<file path="config.mk">
export PLATFORM = sky130hd
export DESIGN_NAME = bitmap_page_allocator_unit
export DESIGN_NICKNAME = d
export VERILOG_FILES = /design/src/rtl/core/bpa_pkg.sv /design/src/rtl/core/bitmap_page_allocator_unit.sv /design/src/rtl/core/bpa_ram.sv
export SDC_FILE = /design/constraint.sdc
export NUM_CORES = 2
export LEC_CHECK = 0
export BUFFER_PORTS_ARGS = -buffer_cell sky130_fd_sc_hd__buf_2
export CORE_ASPECT_RATIO = 1.2
export CORE_UTILIZATION = 55
export DETAILED_ROUTE_END_ITERATION = 10
export GPL_ROUTABILITY_DRIVEN = 0
export PLACE_DENSITY = 0.74
export SLEW_MARGIN = 30
export SYNTH_ARGS = -nofsm -noshare
export SYNTH_HDL_FRONTEND = slang
export SYNTH_SLANG_ARGS = --single-unit
</file>
<file path="constraint.sdc">
create_clock -name clock -period 6.1 [get_ports clock]
set_input_delay 1.22 -clock clock [delete_from_list [all_inputs] [get_ports clock]]
set_output_delay 1.22 -clock clock [all_outputs]
set_load 0.005 [all_outputs]
</file>
<file path="src/rtl/core/bpa_pkg.sv">
// Shared types, sizes and search helpers for the bitmap page allocator.
package bpa_pkg;

   localparam int NUM_PAGES  = 4096;
   localparam int PAGE_BYTES = 4096;

   localparam int ADDR_W     = 48;
   localparam int CNT_OUT_W  = 13;
   localparam int CNT_W      = $clog2(NUM_PAGES + 1);
   localparam int PAGE_SHIFT = $clog2(PAGE_BYTES);
   localparam int PAGE_IDX_W = $clog2(NUM_PAGES);

   // bitmap word geometry: at least two rows so the row index is never empty
   localparam int WORD_BITS  = (NUM_PAGES <= 64) ? NUM_PAGES / 2 : 64;
   localparam int BIT_W      = $clog2(WORD_BITS);
   localparam int ROWS       = NUM_PAGES / WORD_BITS;
   localparam int ROW_W      = $clog2(ROWS);

   localparam logic [ADDR_W-1:0] BASE_RESET = ADDR_W'(48'h20_0000);

   localparam logic FUNC_ALLOC = 1'b0;
   localparam logic FUNC_FREE  = 1'b1;

   typedef struct packed {
      logic              func;
      logic [ADDR_W-1:0] addr;
   } req_type;

   typedef struct packed {
      logic                 ok;
      logic [ADDR_W-1:0]    page_addr;
      logic [CNT_OUT_W-1:0] free_count;
   } rsp_type;

   // lowest clear bit of a bitmap word
   function automatic logic [BIT_W-1:0] first_zero_bit(input logic [WORD_BITS-1:0] word);
      logic [BIT_W-1:0] idx;
      idx = '0;
      for (int i = WORD_BITS - 1; i >= 0; i--) begin
         if (!word[i]) begin
            idx = BIT_W'(i);
         end
      end
      return idx;
   endfunction

   // lowest row that still holds a free page
   function automatic logic [ROW_W-1:0] first_open_row(input logic [ROWS-1:0] full);
      logic [ROW_W-1:0] idx;
      idx = '0;
      for (int i = ROWS - 1; i >= 0; i--) begin
         if (!full[i]) begin
            idx = ROW_W'(i);
         end
      end
      return idx;
   endfunction

endpackage

</file>
<file path="src/rtl/core/bitmap_page_allocator_unit.sv">
// Top level of the bitmap first-fit page allocator.
//
// Keeps one used bit per page in a RAM of ROWS words of WORD_BITS bits, plus one
// "row full" flag and one "row written" flag per word in flip-flops. An allocate
// beat picks the lowest row that is not full, reads that word, takes its lowest
// clear bit, sets it and writes the word back; the result address is
// region_base + page * PAGE_BYTES (modulo 2^48), or zero with ok low when every
// page is used. A free beat subtracts region_base, drops the in-page offset and
// clears the page's bit; addresses below the base or beyond the last page return
// ok low and change nothing, and freeing a page that is already free keeps the
// count. Every beat gives one result with the free count after the operation.
// Each beat runs accept, RAM read, modify and write back, and result in turn; a
// refused beat (range, or no page free) skips the RAM steps. The block handles one
// beat at a time, so reads never see a write still in flight. A word never
// written since reset reads as all free, so no clearing pass is needed after
// reset. The next beat is accepted while a result still waits on rsp_stall.
// Configure region_base through csr_write_en / csr_write_data only while idle.
module bitmap_page_allocator_unit
   import bpa_pkg::*;
(
   input  logic              clock,
   input  logic              reset,

   input  logic              req_valid,
   output logic              req_stall,
   input  req_type           req_data,

   output logic              rsp_valid,
   input  logic              rsp_stall,
   output rsp_type           rsp_data,

   input  logic              csr_write_en,
   input  logic [ADDR_W-1:0] csr_write_data
);

   typedef enum logic [1:0] {
      S_IDLE,
      S_RD,
      S_MOD,
      S_OUT
   } state_type;

   state_type             state_ff,       state_in;
   logic                  func_ff,        func_in;
   logic                  ok_ff,          ok_in;
   logic [ROW_W-1:0]      row_ff,         row_in;
   logic [BIT_W-1:0]      bit_ff,         bit_in;
   logic [ADDR_W-1:0]     region_base_ff, region_base_in;
   logic [CNT_W-1:0]      pages_free_ff,  pages_free_in;
   logic [ROWS-1:0]       full_ff,        full_in;
   logic [ROWS-1:0]       row_valid_ff,   row_valid_in;
   logic                  rsp_valid_ff,   rsp_valid_in;
   rsp_type               rsp_ff,         rsp_in;

   logic                  req_take;
   logic                  rsp_free;
   logic [ADDR_W-1:0]     offset;
   logic [PAGE_IDX_W-1:0] free_page;
   logic                  free_in_range;
   logic [WORD_BITS-1:0]  ram_rd_data;
   logic [WORD_BITS-1:0]  cur_word;
   logic [WORD_BITS-1:0]  new_word;
   logic [BIT_W-1:0]      alloc_bit;
   logic                  ram_wr_en;
   logic                  ram_rd_en;
   logic [ADDR_W-1:0]     page_base;

   assign req_stall = (state_ff != S_IDLE);
   assign req_take  = req_valid && !req_stall;
   assign rsp_free  = !rsp_valid_ff || !rsp_stall;

   // address decode for a free beat
   assign offset        = req_data.addr - region_base_ff;
   assign free_page     = offset[PAGE_SHIFT +: PAGE_IDX_W];
   assign free_in_range = (req_data.addr >= region_base_ff) &&
                          (offset[ADDR_W-1:PAGE_SHIFT+PAGE_IDX_W] == '0);

   // a row never written since reset holds all free pages
   assign cur_word  = row_valid_ff[row_ff] ? ram_rd_data : '0;
   assign alloc_bit = first_zero_bit(cur_word);

   always_comb begin
      new_word = cur_word;
      if (func_ff == FUNC_ALLOC) begin
         new_word[alloc_bit] = 1'b1;
      end else begin
         new_word[bit_ff] = 1'b0;
      end
   end

   assign ram_rd_en = (state_ff == S_RD);
   assign ram_wr_en = (state_ff == S_MOD);
   assign page_base = region_base_ff + (ADDR_W'({row_ff, bit_ff}) << PAGE_SHIFT);

   bpa_ram #(
      .WIDTH (WORD_BITS),
      .DEPTH (ROWS)
   ) u_map_ram (
      .clock   (clock),
      .wr_en   (ram_wr_en),
      .wr_addr (row_ff),
      .wr_data (new_word),
      .rd_en   (ram_rd_en),
      .rd_addr (row_ff),
      .rd_data (ram_rd_data)
   );

   always_comb begin
      state_in       = state_ff;
      func_in        = func_ff;
      ok_in          = ok_ff;
      row_in         = row_ff;
      bit_in         = bit_ff;
      region_base_in = region_base_ff;
      pages_free_in  = pages_free_ff;
      full_in        = full_ff;
      row_valid_in   = row_valid_ff;
      rsp_valid_in   = rsp_valid_ff;
      rsp_in         = rsp_ff;

      // drop the held result once it is taken
      if (rsp_valid_ff && !rsp_stall) begin
         rsp_valid_in = 1'b0;
      end

      if (csr_write_en) begin
         region_base_in = csr_write_data;
      end

      case (state_ff)
         S_IDLE: begin
            if (req_take) begin
               func_in = req_data.func;
               if (req_data.func == FUNC_ALLOC) begin
                  ok_in    = !(&full_ff);
                  row_in   = first_open_row(full_ff);
                  bit_in   = '0;
                  state_in = (&full_ff) ? S_OUT : S_RD;
               end else begin
                  ok_in    = free_in_range;
                  row_in   = free_page[PAGE_IDX_W-1:BIT_W];
                  bit_in   = free_page[BIT_W-1:0];
                  state_in = free_in_range ? S_RD : S_OUT;
               end
            end
         end
         S_RD: begin
            state_in = S_MOD;
         end
         S_MOD: begin
            row_valid_in[row_ff] = 1'b1;
            full_in[row_ff]      = &new_word;
            if (func_ff == FUNC_ALLOC) begin
               bit_in = alloc_bit;
               if (pages_free_ff != '0) begin
                  pages_free_in = pages_free_ff - CNT_W'(1);
               end
            end else if (cur_word[bit_ff] && (pages_free_ff < CNT_W'(NUM_PAGES))) begin
               pages_free_in = pages_free_ff + CNT_W'(1);
            end
            state_in = S_OUT;
         end
         S_OUT: begin
            // hold until the result register is free
            if (rsp_free) begin
               rsp_valid_in      = 1'b1;
               rsp_in.ok         = ok_ff;
               rsp_in.page_addr  = (ok_ff && (func_ff == FUNC_ALLOC)) ? page_base : '0;
               rsp_in.free_count = CNT_OUT_W'(pages_free_ff);
               state_in          = S_IDLE;
            end
         end
         default: begin
            state_in = S_IDLE;
         end
      endcase
   end

   always_ff @(posedge clock) begin
      if (reset) begin
         state_ff       <= S_IDLE;
         region_base_ff <= BASE_RESET;
         pages_free_ff  <= CNT_W'(NUM_PAGES);
         full_ff        <= '0;
         row_valid_ff   <= '0;
         rsp_valid_ff   <= 1'b0;
      end else begin
         state_ff       <= state_in;
         region_base_ff <= region_base_in;
         pages_free_ff  <= pages_free_in;
         full_ff        <= full_in;
         row_valid_ff   <= row_valid_in;
         rsp_valid_ff   <= rsp_valid_in;
      end
      func_ff <= func_in;
      ok_ff   <= ok_in;
      row_ff  <= row_in;
      bit_ff  <= bit_in;
      rsp_ff  <= rsp_in;
   end

   assign rsp_valid = rsp_valid_ff;
   assign rsp_data  = rsp_ff;

`ifndef SYNTHESIS
   a_count_bound: assert property (@(posedge clock) disable iff (reset)
      pages_free_ff <= CNT_W'(NUM_PAGES))
      else $error("free count above page count");

   a_full_needs_write: assert property (@(posedge clock) disable iff (reset)
      (full_ff & ~row_valid_ff) == '0)
      else $error("row flagged full but never written");

   a_alloc_decrements: assert property (@(posedge clock) disable iff (reset)
      (state_ff == S_MOD) && (func_ff == FUNC_ALLOC) |=>
         pages_free_ff == $past(pages_free_ff) - CNT_W'(1))
      else $error("allocation did not lower the free count");

   a_fail_only_when_full: assert property (@(posedge clock) disable iff (reset)
      (state_ff == S_OUT) && (func_ff == FUNC_ALLOC) && !ok_ff |-> (&full_ff))
      else $error("allocation refused while a row has free pages");
`endif

endmodule

</file>
<file path="src/rtl/core/bpa_ram.sv">
// Generic single-write, single-read RAM with a registered read port.
module bpa_ram #(
   parameter int WIDTH = 64,
   parameter int DEPTH = 64
) (
   input  logic                     clock,
   input  logic                     wr_en,
   input  logic [$clog2(DEPTH)-1:0] wr_addr,
   input  logic [WIDTH-1:0]         wr_data,
   input  logic                     rd_en,
   input  logic [$clog2(DEPTH)-1:0] rd_addr,
   output logic [WIDTH-1:0]         rd_data
);

   logic [WIDTH-1:0] mem [DEPTH];

   always_ff @(posedge clock) begin
      if (wr_en) begin
         mem[wr_addr] <= wr_data;
      end
      if (rd_en) begin
         rd_data <= mem[rd_addr];
      end
   end

endmodule

</file>
Yosys cells after proc, flatten, opt, wreduce, memory -nomap -nowiden
Memory sizes are Yosys's and may differ from the RTL's. A register that Yosys moved wholly into a read port is not among the register bits.
Cells that the tools add are included.
- register bits: 268
- bits in latches: 0
- RAM bits: 4096
- ROM bits: 0
- input port bits: 102
- output and inout bits: 64
- memories kept: 1
- add/sub/neg operators: 4
- multiply operators: 0
- div/mod/pow operators: 0
- magnitude comparators: 8
- eq/ne operators: 7
- shift operators: 0
- multiplexer cells: 161
- bitwise logic cells: 5
- reductions and logical operators: 26
- memory list (memory ; words ; bits a word ; read ports ; clocked after memory_dff ; wr ports ; RTL line ; source):
    u_map_ram.mem ; 64 ; 64 ; 1 ; 1 ; 1 ; bpa_ram.sv:15 ; logic [WIDTH-1:0] mem [DEPTH];
- operator list (cell ; count):
    2-to-1 mux 6 bit ; 132
    2-to-1 mux 64 bit ; 2
    OR 64 bit ; 2
    AND reduction 64 bit ; 2
    AND 64 bit ; 1
    bitwise mux 64 bit ; 1
    NOT 64 bit ; 1
    adder 48 x 24 -> 48 bit ; 1
    >= comparator 48 bit ; 1
    subtractor 48 bit ; 1
    2-to-1 mux 13 bit ; 3
    logical NOT 24 bit ; 1
    less-than comparator 6 x 7 -> 1 bit (second input constant) ; 3
    demux 1 bit (select 6 bit) ; 3
    >= comparator 6 x 1 -> 1 bit (second input constant) ; 3
    adder 13 x 1 -> 13 bit (second input constant) ; 1
    less-than comparator 13 bit (second input constant) ; 1
    nonzero test 13 bit ; 1
    subtractor 13 x 1 -> 13 bit (second input constant) ; 1
    binary-select mux 1 bit (select 6 bit) ; 2
    one-hot mux 6 bit (2 select lines) ; 1
    2-to-1 mux 1 bit ; 11
    2-to-1 mux 2 bit ; 5
    logical AND 1 bit ; 8
    12 further kinds ; 23

Longest topological paths before layout
- depth after elaboration: 75
- depth in mapped cells: 17
- mapped depth without buffers: 15

Cells and area by module
Synthesis repeated with hierarchy kept, for this count alone.
- cell total of the unflattened synthesis: 9039
- area, all modules: 175259.3 um2
- by module, submodules not included (module ; times used ; cells an instance ; area an instance (um2)):
    bpa_ram ; 1 ; 6812 ; 157528.6
    bitmap_page_allocator_unit ; 1 ; 2227 ; 17730.8

Worst setup path after synthesis
No wires, ideal clock.
- kind: register -> register
- from: register row_ff[0]
- to: register full_ff[62]
- setup time: 86 ps
- data arrival time: 6568 ps
- required time: 6014 ps
- slack: -554 ps
- cell stages (with the launch flop): 16
- period minus slack after synthesis: 6654 ps
- path through: edfxtp_1 > buf_4 > mux4_2 > a211oi_1 > a22oi_4 > or2_1 > buf_2 > buf_2 > nand3_1 > nand4_1 > o31ai_1 > nand3_1 > nor4_2 > nand4_2 > buf_4 > o31ai_2
- word-level cells in the longest chain between the ends: 75
- RTL lines (element ; RTL line ; source):
    start: declaration ; bitmap_page_allocator_unit.sv:46 ; logic [ROW_W-1:0] row_ff, row_in;
    start signal: assignment ; bitmap_page_allocator_unit.sv:197 ; row_ff <= row_in;
    binary-select mux 1 bit (select 6 bit) (*) ; bitmap_page_allocator_unit.sv:79 ; assign cur_word = row_valid_ff[row_ff] ? ram_rd_data : '0;
    2-to-1 mux 1 bit (implied by the code) (*) ; bitmap_page_allocator_unit.sv:79 ;
    2-to-1 mux 64 bit (*) ; bitmap_page_allocator_unit.sv:79 ;
    2-to-1 mux 6 bit (64 in series) ; bpa_pkg.sv:40 ; if (!word[i]) begin
    less-than comparator 6 x 7 -> 1 bit (implied by the code) / >= comparator 6 x 1 -> 1 bit (equally long branches) ; bitmap_page_allocator_unit.sv:85 ; new_word[alloc_bit] = 1'b1;
    logical AND 1 bit (implied by the code) ; bitmap_page_allocator_unit.sv:85 ;
    2-to-1 mux 1 bit (implied by the code) ; bitmap_page_allocator_unit.sv:85 ;
    demux 1 bit (select 6 bit) ; bitmap_page_allocator_unit.sv:85 ;
    OR 64 bit (no source line) ; n/a ;
    2-to-1 mux 64 bit (*) ; bitmap_page_allocator_unit.sv:84 ; if (func_ff == FUNC_ALLOC) begin
    named net new_word[16] ; bitmap_page_allocator_unit.sv:62 ; logic [WORD_BITS-1:0] new_word;
    AND reduction 64 bit (*) ; bitmap_page_allocator_unit.sv:152 ; full_in[row_ff] = &new_word;
    bitwise mux 64 bit (*) ; bitmap_page_allocator_unit.sv:152 ;
    end signal: assignment ; bitmap_page_allocator_unit.sv:191 ; full_ff <= full_in;
    end: declaration ; bitmap_page_allocator_unit.sv:50 ; logic [ROWS-1:0] full_ff, full_in;
The timed path passes the listed nets; every way through them passes the cells marked *. The select of a mux whose other input is x is not followed.
A chain may end at the register's enable or synchronous reset.

Worst setup path after layout
- from: register row_ff[0]
- to: register full_ff[10]
The elaborated chain is that of the path after synthesis.

==> results.cfg <==
[clock_tree]
cts_hold_buffers = 0
cts_buffers = 403
clock_sinks = 4428
clockBufferDepth = 4
clk_pin_slew_ps = 70
cts.htree.levels = 5
ctsResizeCount = 0
ctsRootBufferMaster = clkbuf_16
clock_latency_ps = 960
cts_tree = built
post_cts_buffers = 0

[synthesis]
ys.flop_type = edfxtp_1
async_flop_share = 0
ys_top_cells_by_area = edfxtp_1 (73%), mux4_2 (13%), mux2i_1 (3.4%), dfxtp_1 (2.2%), o22ai_1 (1.1%)
netlist_top_cells_count = edfxtp_1 (4,236), mux4_2 (1,034), mux2i_1 (594)
synth_nets = 8753
synth_top_area_share = 0.731
yosysUniqueCellTypes = 85
avgSynthCellArea_um2 = 20.3
netlist_instances = 8573
ys_warn_count = 0
ys_seq_elements = 4428
synth-edff-count = 4236
netlist.top_cell.by_area = edfxtp_1
yosysMostFrequentCell = edfxtp_1
syn_area_mm2 = 0.174
ys_seq_area_frac = 0.753

[run_status]
status = finished, violations left
violations = design-rule violations

[global_route]
grtUsageTotal = 0.317
antenna_found_initial = 27
grt_first_pass_wirelength_um = 704000
grt_pass1_vias = 93600
grt_max_degree = 128
grt_overflow = 0

[floorplan]
io_pins = 166
start_util = 0.555
rows = 225
die_area_mm2 = 0.319
core-area_mm2 = 0.314
die_h_um = 618
die_w_um = 516

[placement]
placed_cell_area_mm2 = 0.183
io_buffers = 165
place_ws_ps = 336
place_hpwl_um = 267000

[routing]
vias = 95900
initialDrtViolationCount = 16500
viasPerCell = 7.08
routedWlPerCell_um = 37.5
drt-total-wl_um = 508000
ant_nets = 0
drt_first_pass_iters = 11
route.detailed.drc = 112

[worst_setup_path]
critical_path_class = reg -> reg
reg2regPathDepth = 14
crit_slowest_cell = nand3_1
crit_required_ps = 6950
setup.worst_path.start = row_ff[0]
crit_path_cell_trace = buf_4, mux4_2, a22o_1, a2bb2oi_2, or2_1, buf_4, nand3_1, nand3_1, o22ai_4, nand4_1, nor4_1, nand4_2, buf_4, o31ai_1
worstPathMaxFanout = 64
critPathArrivalTime_ps = 6790
crit_path_end_kind = register
cp-start-kind = register
path_common_cell = buf_4
crit_path_max_incr_delay_ps = 750
r2r_start = row_ff[0]
critPathCapture = full_ff[10]
r2r_slack_ps = 160
worst_r2r_endpoint = full_ff[10]

[finish]
fin_nets = 9187
area_delta_synth_final_pct = 12.4
stdcell_area_mm2 = 0.196
drive_gt1_frac = 0.241

[power_and_ir_drop]
vdd_drop_max_mv = 0.296
finalPower_w = 0.0778
p_comb_frac = 0.192
seqPwrFrac = 0.486
internal-power_w = 0.0560
power.share.switching = 0.281
clock_power_share = 0.322
p_sw_w = 0.0218
p_leak_nw = 63.4
p_per_area_mw_per_mm2 = 398

[sta]
holdWs_ps = 470
finalHoldViolCount = 0
fin_tns_setup_ps = 0
slew-limit-headroom = 0.270
rsz0062_at_grt = no
skew_ps = 108
timing.final.ws_setup_ps = 161
slew_viol_final = 0
tightest_slew_ps = 1080
setup_viol = 0
fmax_mhz = 168
fin_crit_sh = 0.974
fin_crit_ps = 5940

[hold_path]
min_from = row_valid_ff[23]
hold_class = reg -> reg

[run]
maxCapViolations = 0
[power by group through the flow]
stage          combinational [W]  clock, W  sequential (W)
3_3_place_gp              0.0141         0          0.0383
2_1_floorplan            0.00918         0          0.0382
5_1_grt                   0.0155    0.0262          0.0378
3_5_place_dp              0.0145         0          0.0384
6_report                  0.0149    0.0250          0.0378
4_1_cts                   0.0146    0.0251          0.0377
[critical path, delay by kind of cell, from the launching register on]
kind / cells / cell delay (ps)
simple gates: 6 / 2360
mux: 1 / 530
compound gates: 4 / 1250
buf+inv: 3 / 970
flops: 1 / 640
[layer usage]
layer | up-vias | part of all wire | track usage
met5 | - | 0.00071 | 0.00365
met4 | 30 | 0.060 | 0.161
met3 | 1710 | 0.13 | 0.0861
met2 | 7843 | 0.46 | 0.491
met1 | 49700 | 0.34 | 0.416
li1 | 36600 | - | -
[flip-flops by register name, summed over array words and instances (netlist names)]
signal             cells
bit_ff                 6
pages_free_ff         13
ok_ff                  1
u_map_ram.rd_data     64
u_map_ram.mem       4096
row_valid_ff          64
func_ff                1
state_ff               2
rsp_data              62
region_base_ff        48
rsp_valid              1
full_ff               64
row_ff                 6
[worst min path at each step]
stage,end,slack (ps),cells after the start
after global routing,row_valid_ff[23],500,2
after floorplan,row_valid_ff[20],430,2
after global placement,row_valid_ff[60],450,2
final,row_valid_ff[23],470,2
after CTS,row_valid_ff[60],470,2
after detailed placement,row_valid_ff[60],460,2
[cell type report]
cell class | instances | area, µm²
Tap cell | 4199 | 5250
Multi-Input combinational cell | 3543 | 41700
Sequential cell | 4428 | 131000
Fill cell | 20500 | 118000
Clock inverter | 251 | 2310
Timing Repair Buffer | 463 | 3950
Inverter | 168 | 918
Antenna cell | 8 | 20.0
Clock buffer | 479 | 10500
[kinds of logic after synthesis]
kind of cell             count (synthesis)  synth area share
buffers and inverters                  602            0.0132
flip-flops                            4428             0.753
AO/OA/AOI/OAI                          808            0.0298
multiplexers                          1633             0.168
XOR/XNOR                                48           0.00242
AND/OR/NAND/NOR                        976            0.0278
adder cells (fa/ha/maj)                 78           0.00569
[metrics by stage]
stage | cells | utilization
after floorplan | 8573 | -
after global placement | 12800 | 0.582
after detailed placement | 12800 | 0.582
after CTS | 13500 | 0.623
after global routing | 13500 | 0.623
final | 13500 | 0.623
[cells in the final DEF, fill, tap and decap left out, types with 76 or more instances in the layout]
cell type / synthesis / layout
a21oi_1: 89 / 89
buf_2: 14 / 164
buf_4: 5 / 227
clkbuf_16: 0 / 406
clkinv_1: 2 / 97
clkinv_2: 0 / 76
dfxtp_1: 192 / 192
edfxtp_1: 4236 / 4236
inv_1: 165 / 111
mux2i_1: 594 / 594
mux4_2: 1034 / 1034
nand2_1: 190 / 185
nand3_1: 116 / 114
nor2_1: 313 / 302
o21ai_0: 124 / 96
o22ai_1: 295 / 268
Power figures use the tool's default switching activity.
